--- src/rtl/ppu_pkg.sv ---
`timescale 1ns / 1ps
// Shared types, constants and helpers for the palette pixel pack/unpack unit.
package ppu_pkg;

    localparam int PACKED_BITS       = 8;
    localparam int MAX_REPEAT        = 8;
    localparam int PALETTE_DEPTH_DEF = 256;
    localparam int QUEUE_DEPTH       = 2;
    localparam int CNT_W             = $clog2(PACKED_BITS + 1);
    localparam int REP_W             = 4;
    localparam int COLOR_W           = 32;

    localparam logic REG_BPP_CODE     = 1'b0;
    localparam logic REG_PALETTE_SIZE = 1'b1;

    typedef enum logic [1:0] {
        OP_WRITE  = 2'd0,
        OP_PACK   = 2'd1,
        OP_UNPACK = 2'd2,
        OP_NONE   = 2'd3
    } op_t;

    typedef enum logic [1:0] {
        CMD_WRITE  = 2'd0,
        CMD_PACK   = 2'd1,
        CMD_UNPACK = 2'd2
    } cmd_kind_t;

    typedef enum logic [1:0] {
        RK_WORD   = 2'd0,
        RK_PIXEL  = 2'd1,
        RK_STATUS = 2'd2
    } result_kind_t;

    typedef enum logic [2:0] {
        STAT_OK        = 3'd0,
        STAT_NOT_FOUND = 3'd1,
        STAT_IDX_WIDE  = 3'd2,
        STAT_IDX_RANGE = 3'd3,
        STAT_SHORT_RUN = 3'd4
    } status_t;

    typedef struct packed {
        cmd_kind_t              kind;
        logic [7:0]             entry;
        logic [COLOR_W-1:0]     rgba;
        logic [PACKED_BITS-1:0] word;
        logic [REP_W-1:0]       reps;
        logic                   end_of_run;
    } cmd_t;

    // largest index that fits one pixel at the given depth code
    function automatic logic [7:0] pixel_max(input logic [1:0] code);
        logic [7:0] m;
        begin
            case (code)
                2'd0:    m = 8'd1;
                2'd1:    m = 8'd3;
                2'd2:    m = 8'd15;
                default: m = 8'd255;
            endcase
            return m;
        end
    endfunction

endpackage

--- src/rtl/ppu_front.sv ---
`timescale 1ns / 1ps
// Front end: accepts input transactions, classifies them and queues commands.
module ppu_front
    import ppu_pkg::*;
(
    input  logic                   clk,
    input  logic                   rst_n,
    input  logic                   item_valid,
    output logic                   item_ready,
    input  logic [1:0]             operation,
    input  logic [7:0]             entry_index,
    input  logic [7:0]             red,
    input  logic [7:0]             green,
    input  logic [7:0]             blue,
    input  logic [7:0]             alpha,
    input  logic [7:0]             packed_in,
    input  logic [REP_W-1:0]       repeat_times,
    input  logic                   end_of_run,
    output logic                   cmd_valid,
    output cmd_t                   cmd,
    input  logic                   cmd_pop
);

    localparam int PTR_W = (QUEUE_DEPTH > 1) ? $clog2(QUEUE_DEPTH) : 1;
    localparam int QCNT_W = $clog2(QUEUE_DEPTH + 1);

    cmd_t              queue_reg [QUEUE_DEPTH];
    logic [PTR_W-1:0]  wr_ptr_reg, wr_ptr_next;
    logic [PTR_W-1:0]  rd_ptr_reg, rd_ptr_next;
    logic [QCNT_W-1:0] count_reg, count_next;

    logic              accept;
    logic              push;
    cmd_t              cmd_in;
    op_t               op;
    logic [REP_W-1:0]  reps_clamped;

    assign item_ready = (count_reg != QCNT_W'(QUEUE_DEPTH));
    assign accept     = item_valid && item_ready;
    assign op         = op_t'(operation);

    assign reps_clamped = (repeat_times > REP_W'(MAX_REPEAT)) ? REP_W'(MAX_REPEAT)
                                                               : repeat_times;

    // unknown operations and zero-repeat unpacks are dropped here
    always_comb
    begin
        cmd_in.kind       = CMD_WRITE;
        cmd_in.entry      = entry_index;
        cmd_in.rgba       = {red, green, blue, alpha};
        cmd_in.word       = PACKED_BITS'(packed_in);
        cmd_in.reps       = reps_clamped;
        cmd_in.end_of_run = end_of_run;
        push              = 1'b0;
        unique case (op)
            OP_WRITE:
            begin
                cmd_in.kind = CMD_WRITE;
                push        = accept;
            end
            OP_PACK:
            begin
                cmd_in.kind = CMD_PACK;
                push        = accept;
            end
            OP_UNPACK:
            begin
                cmd_in.kind = CMD_UNPACK;
                push        = accept && (repeat_times != '0);
            end
            default:
            begin
                push = 1'b0;
            end
        endcase
    end

    assign cmd_valid = (count_reg != '0);
    assign cmd       = queue_reg[rd_ptr_reg];

    always_comb
    begin
        wr_ptr_next = wr_ptr_reg;
        rd_ptr_next = rd_ptr_reg;
        count_next  = count_reg;
        if (push)
        begin
            wr_ptr_next = (wr_ptr_reg == PTR_W'(QUEUE_DEPTH - 1)) ? '0 : wr_ptr_reg + 1'b1;
        end
        if (cmd_pop)
        begin
            rd_ptr_next = (rd_ptr_reg == PTR_W'(QUEUE_DEPTH - 1)) ? '0 : rd_ptr_reg + 1'b1;
        end
        if (push && !cmd_pop)
        begin
            count_next = count_reg + 1'b1;
        end
        else if (!push && cmd_pop)
        begin
            count_next = count_reg - 1'b1;
        end
    end

    always_ff @(posedge clk or negedge rst_n)
    begin
        if (!rst_n)
        begin
            wr_ptr_reg <= '0;
            rd_ptr_reg <= '0;
            count_reg  <= '0;
        end
        else
        begin
            wr_ptr_reg <= wr_ptr_next;
            rd_ptr_reg <= rd_ptr_next;
            count_reg  <= count_next;
        end
    end

    always_ff @(posedge clk)
    begin
        if (push)
        begin
            queue_reg[wr_ptr_reg] <= cmd_in;
        end
    end

endmodule

--- config.mk ---
export PLATFORM = sky130hd
export DESIGN_NAME = ppu_front
export DESIGN_NICKNAME = d
export VERILOG_FILES = /design/src/rtl/ppu_pkg.sv /design/src/rtl/ppu_front.sv
export SDC_FILE = /design/constraint.sdc
export NUM_CORES = 1
export LEC_CHECK = 0
export BUFFER_PORTS_ARGS = -buffer_cell sky130_fd_sc_hd__buf_2
export CORE_ASPECT_RATIO = 1.4
export CORE_MARGIN = 2
export CORE_UTILIZATION = 52
export CTS_CLUSTER_DIAMETER = 40
export DETAILED_ROUTE_END_ITERATION = 10
export GPL_TIMING_DRIVEN = 0
export PLACE_DENSITY = 0.83
export REMOVE_ABC_BUFFERS = 1
export SLEW_MARGIN = 20
export SYNTH_ARGS = -nofsm -noshare
export SYNTH_HDL_FRONTEND = slang
export SYNTH_SLANG_ARGS = --single-unit
--- constraint.sdc ---
create_clock -name clk -period 4.6 [get_ports clk]
set_input_delay 0 -clock clk [delete_from_list [all_inputs] [get_ports clk]]
set_output_delay 0 -clock clk [all_outputs]
set_load 0.01 [all_outputs]
==> results of run 1 <==
## cells by family after synthesis
kind of cell,after synthesis,share of synthesized area [%]
flops,114,80.7
mux,55,14.7
simple gates,11,1.72
buf+inv,9,0.979
xor+xnor,5,1.04
compound gates,2,0.593
fa+ha+maj,1,0.297
## metrics by stage
step | instance area, um^2 | power, mW | utilization, % | TNS [ns]
6_report | 6090 | 3.50 | 78.1 | 0
3_3_place_gp | 4880 | 2.29 | 62.6 | -14.81
4_1_cts | 6090 | 3.52 | 78.1 | 0
3_5_place_dp | 4950 | 2.32 | 63.5 | 0
2_1_floorplan | 4180 | 1.97 | - | 0
5_1_grt | 6090 | 3.65 | 78.1 | 0
## worst max-delay path, stage by stage (launching register included)
cell and delay (ns):
dfrtp_4 0.92, mux2_2 0.42, buf_2 0.15
## what timing repair did
action | 4_1_cts | 5_1_grt
hold buffers | 59 | 0
setup buffers | 0 | 0
endpoints found under the hold margin | 117 | 0
## routing by layer
metal  GRT usage (%)  part of all wire [%]  vias to the layer above
met2            39.2                    59                       76
li1                -                     -                     1152
met1            19.2                    34                     1191
met3            6.45                   4.6                       22
met4            11.5                   3.1                        0
met5               0                     0                        -
## synth_stat cells (all sizes together)
master  instances
edfxtp        110
mux2           55
buf             6
dfrtp           4
xor2            4
and2b           3
inv             2
nor2            2
nor2b           2
a21boi          1
and2            1
clkbuf          1
ha              1
nand2b          1
o211a           1
or2             1
or4             1
xnor2           1
## area by class of cell
type | count | area share (%)
clock buffer | 28 | 8.63
clock inverter | 4 | 0.370
inverter | 2 | 0.123
multi-input combinational | 74 | 12.9
sequential | 114 | 55.9
tap | 100 | 2.05
timing repair buffer | 176 | 20.0
## power by group through the flow
stage	Sequential, mW	Clock, mW	Combinational [mW]
4_1_cts	1.51	1.18	0.831
6_report	1.51	1.16	0.831
5_1_grt	1.53	1.23	0.892
3_3_place_gp	1.53	0	0.758
3_5_place_dp	1.53	0	0.783
2_1_floorplan	1.49	0	0.481
## path summary, 6_finish.rpt
kind                         startpoint          endpoint  slack (ns)  cells after the start
hold / removal               item_valid        wr_ptr_reg        0.08                      4
min in group asynchronous         rst_n        rd_ptr_reg        0.43                      3
setup reg to reg           count_reg[0]  queue_reg[0][14]        2.71                      4
max in group asynchronous         rst_n        rd_ptr_reg        3.97                      3
setup / recovery             rd_ptr_reg            cmd[6]        2.58                      2
hold reg to reg            count_reg[1]      count_reg[1]        0.49                      1
==> results.md, run 1 <==
* Synth top area cells: edfxtp_1, mux2_2, mux2_1, dfrtp_1, xor2_1
* Fin crit period at 2.02 ns
* Initial drt markers at 144
* Final hold violations at 0
* Psw at 0.937 mW
* Clock insertion delay at the later pin of the skew report at 0.51 ns
* Routed via count at 2441
* # DRC at 0
* Worst slew margin at 49.3%
* Synth unique cells at 19
* WHS at 0.0829 ns
* Tcrit/Tclk final at 43.9%
* Clock Skew at 0.00682 ns
* Sequential area share after synthesis at 80.7%
* Pin count of the biggest net entering global routing at 57
* WL/cell at 17.3 um
* Hold crit path type: in -> reg
* Sw Ratio at 26.8%
* Cts bufs inserted at 17
* Clk buf depth at 2
* Chip height at 111 um
* Cells after synthesis at 197
* Status: finished clean
* Remaining global-route overflow at 0
* Max Freq at 0.495 GHz
* Post-route ant nets at 0
* Yosys reg bits at 114
* Fill cells at 458
* Finished Layout Cells at 498
* Max-Cap Viols at 0
* First-pass GRT wire length at 13300 um
* Final WS setup at 2.58 ns
* Sequential Power Share at 43.2%
* Leak at 2.36 nW
* Multi-input gate area at 783 um^2
* Clock sink count at 114
* Pre-CTS setup slack at 2.75 ns
* Final WL at 8640 um
* Setup Crit Path Kind: reg -> out
* RSZ-0062 raised after global routing: no
* # IOs at 116
* Die area at 8860 um^2
* Core footprint at 7800 um^2
* Combinational share of power at 23.7%
* GRT Overall Usage at 21.0%
* Initial antenna violation count at 0
* Slew at the pin with the worst max-slew slack at 0.761 ns
* Most frequent cells in the layout: buf_2, edfxtp_1, dlygate4sd3_1
* Port bufs at 115
* Die X at 80.1 um
* Cell taking the most area after synthesis: edfxtp_1
* Hpwl dp at 4700 um
* Syn Std Cell Area at 4220 um^2
* 1st-pass router iterations at 4
* Clock Power Share at 33.1%
* Required time of the critical path at 4.60 ns
* Flip-flop and latch area at 3410 um^2
* Share of cells above drive strength 1 at 49.5%
* Crit path launch type: register
* Final GP Congestion at 0.693
* H-tree levels at 4
* Vias in the first global route at 2757
* Post_cts resized at 0
* CTS clk-pin slew, worst paths at 0.05 ns
* Yosys top cell area share at 78.3%
* CTS root buffer: clkbuf_8
* Max Slew Vio Count at 0
* Layout area overhead at 44.4%
* CTS tree: done
* Yosys warnings at 0
* Setup-failing EPs final at 0
* WP data arrival at 2.02 ns
* Layout Nets at 445
* Peak supply drop at 0.000542 V
* Initial Util at 54.1%
* Crit end category: primary output
* Crit Path Max Fanout at 56
* Commonest non-fill, non-tap cell in the layout: buf_2
* P_int at 2.56 mW
* Row count at 38
* Max FFs per register at 110
* # diodes at 0
* Syn Area/Cell at 21.4 um^2
* Avg Vias per Cell at 4.90
* Power Density at 574 nW/um^2
* Placed insts at 407
Power figures use the tool's default switching activity.
==> inputs of run 2 (changes only) <==
- clock period: 4.6 -> 1.9 ns (I/O delays scaled with it)
==> run 2 against run 1 <==
- design area increased by 1.6%
- core utilization increased by 1.2 points
- routed wire length increased by 8.1%
- register-to-register slack got worse by 2.5 ns
- total power increased by 150%
- first-iteration DRC count decreased by 37%
- clock power increased by 140%
- setup slack got worse by 2.4 ns
- critical path depth increased by 6
- clock-buffer cell count unchanged
- largest cell class unchanged
==> results.md, run 2 (synthesized netlist as in run 1, its figures left out) <==
* Max Slew Vio Count at 0 (unchanged)
* Layout area overhead at 46.7%
* Crit path launch type: input port
* Routed via count at 2500 (+2.4%)
* Power after layout at 8.71 mW (+150%)
* Post-route ant nets at 0 (unchanged)
* Avg Vias per Cell at 4.93 (+0.60%)
* Crit end category: register
* Fill cells at 449 (-2.0%)
* Multi-input gate area at 792 um^2 (+1.1%)
* Fin crit period at 1.73 ns
* CTS clk-pin slew, worst paths at 0.05 ns (about the same)
* Port bufs at 115 (unchanged)
* Pin count of the biggest net entering global routing at 56 (-1.8%)
* Die area at 8860 um^2 (unchanged)
* Worst-path cell with the longest stage delay: dlygate4sd3_1
* Setup-failing EPs final at 0 (unchanged)
* Hpwl dp at 4700 um (unchanged)
* Layout Nets at 453 (+1.8%)
* Status: finished clean
* Hold crit path type: in -> reg
* Max-Cap Viols at 0 (unchanged)
* GRT Overall Usage at 21.8% (+0.76 points)
* Clock sink count at 114 (unchanged)
* Top delay family on crit path: buffers and inverters
* Clk buf depth at 2 (unchanged)
* Setup Crit Path Kind: in -> reg
* WL/cell at 18.4 um (+6.2%)
* Clock Skew at 0.0120 ns (+0.00519 ns)
* Final hold violations at 0 (unchanged)
* Power Density at 1410 nW/um^2 (+140%)
* Max FFs per register at 110 (unchanged)
* Max Freq at 0.578 GHz
* Cell Chain, Critical Path: dlygate4sd3_1 > buf_2 > or4_4 > o211a_4 > ha_1 > xor2_1 > nor2_1 > xor2_1
* Clock insertion delay at the later pin of the skew report at 0.51 ns (about the same)
* Worst hold stages at 4 (unchanged)
* # DRC at 0 (unchanged)
* CTS root buffer: clkbuf_8
* RSZ-0062 raised after global routing: no
* Hold Crit Start: item_valid
* Most frequent cells in the layout: buf_2, edfxtp_1, dlygate4sd3_1
* Placed insts at 407 (unchanged)
* WP data arrival at 2.16 ns (+0.14 ns)
* Initial drt markers at 91 (-37%)
* Worst flop-to-flop path endpoint: queue_reg[1][33]
* H-tree levels at 4 (unchanged)
* Core footprint at 7800 um^2 (unchanged)
* 1st-pass router iterations at 4 (unchanged)
* Final WL at 9340 um (+8.1%)
* Leak at 2.41 nW (+2.1%)
* Final setup TNS at 0 ns (unchanged)
* Critical Path Start: repeat_times[3]
* Chip height at 111 um (unchanged)
* Worst slew margin at 71.0% (+22 points)
* Row count at 38 (unchanged)
* Required time of the critical path at 2.33 ns (-2.27 ns)
* Tcrit/Tclk final at 91.0%
* Vias in the first global route at 2802 (+1.6%)
* Crit Path Max Fanout at 6 (-89%)
* Worst path most repeated cell: xor2_1
* Peak supply drop at 0.00123 V (+130%)
* Initial Util at 54.1% (unchanged)
* Cts bufs inserted at 17 (unchanged)
* CTS tree: done
* Hold Path Sink: wr_ptr_reg
* R2R depth at 3 (-1)
* First-pass GRT wire length at 13700 um (+3.1%)
* Flip-flop and latch area at 3410 um^2 (unchanged)
* Slew at the pin with the worst max-slew slack at 0.435 ns (-0.326 ns)
* Crit path buffers/inverters at 2 (+1)
* Die X at 80.1 um (unchanged)
* Initial antenna violation count at 0 (unchanged)
* R2r startpoint: count_reg[0]
* Commonest non-fill, non-tap cell in the layout: buf_2
* Share of cells above drive strength 1 at 50.5% (+1.0 points)
* Finished Layout Cells at 507 (+1.8%)
* # IOs at 116 (unchanged)
* Critical Path Max Stage Delay at 0.54 ns (-0.38 ns)
* Remaining global-route overflow at 0 (unchanged)
* Final GP Congestion at 0.693 (unchanged)
* R2R Setup Slk at 0.23 ns (-2.48 ns)
## run 2: cell count changes in the layout (fill, tap and decap cells not counted)
| cell | change |
|---|---|
| and2_4 | +1 |
| buf_12 | +2 |
| buf_4 | +4 |
| buf_8 | +1 |
| diode_2 | +1 |
## run 2: worst max-delay path by stage
stage | endpoint | slack [ns] | depth (start not counted)
floorplan | queue_reg[0][0] | -1.83 | 3
global placement | queue_reg[0][7] | -2.97 | 3
detailed placement | queue_reg[0][12] | 0.05 | 4
CTS | cmd[41] | 0.01 | 3
global route | count_reg[1] | 0.12 | 8
finish | count_reg[1] | 0.17 | 8
## run 2: routing by layer
layer	vias up	GRT usage [%]	wire length, um
met1	1227	20.6	3210
met2	82	40.3	5550
met4	0	11.6	199
li1	1173	-	-
met5	-	0	0
met3	18	6.45	378
## run 2: what timing repair did
| action | 4_1_cts | 5_1_grt |
|---|---|---|
| endpoints found under the hold margin | 117 | 0 |
| setup buffers | 2 | 5 |
| cloned | 0 | 1 |
| hold buffers | 59 | 0 |
| gates resized for setup | 0 | 1 |
| setup endpoints to repair | 55 | 125 |
## run 2: worst reg2reg max path, stage by stage (launching register included)
cell,delay (ns)
dfrtp_1,0.40
nand2b_1,0.22
o211a_4,0.24
and2_4,0.44
## run 2: cell type report
| cell class | count | area share [%] |
|---|---|---|
| flip-flops and latches | 114 | 55.1 |
| repair buffers | 183 | 21.1 |
| multi-input cells | 75 | 12.8 |
| clock buffers | 28 | 8.49 |
| well taps | 100 | 2.02 |
| clock inverters | 4 | 0.364 |
| inverters | 2 | 0.121 |
| diodes | 1 | 0.0404 |
## run 2: power breakdown
part           internal, mW  switching (mW)
clock network          1.83           0.970
registers              3.30           0.157
logic                  1.21            1.24
## run 2: through the flow
stage	hold slack, ns	worst slack (ns)	util (%)	area (um^2)
after floorplan	-0.296	-1.83	-	4180
after global placement	-0.190	-2.97	62.6	4880
after detailed placement	-0.186	0.0502	63.5	4950
after CTS	0.0332	0.00960	78.6	6130
after global routing	0.117	0.123	79.3	6190
final	0.121	0.171	79.4	6190
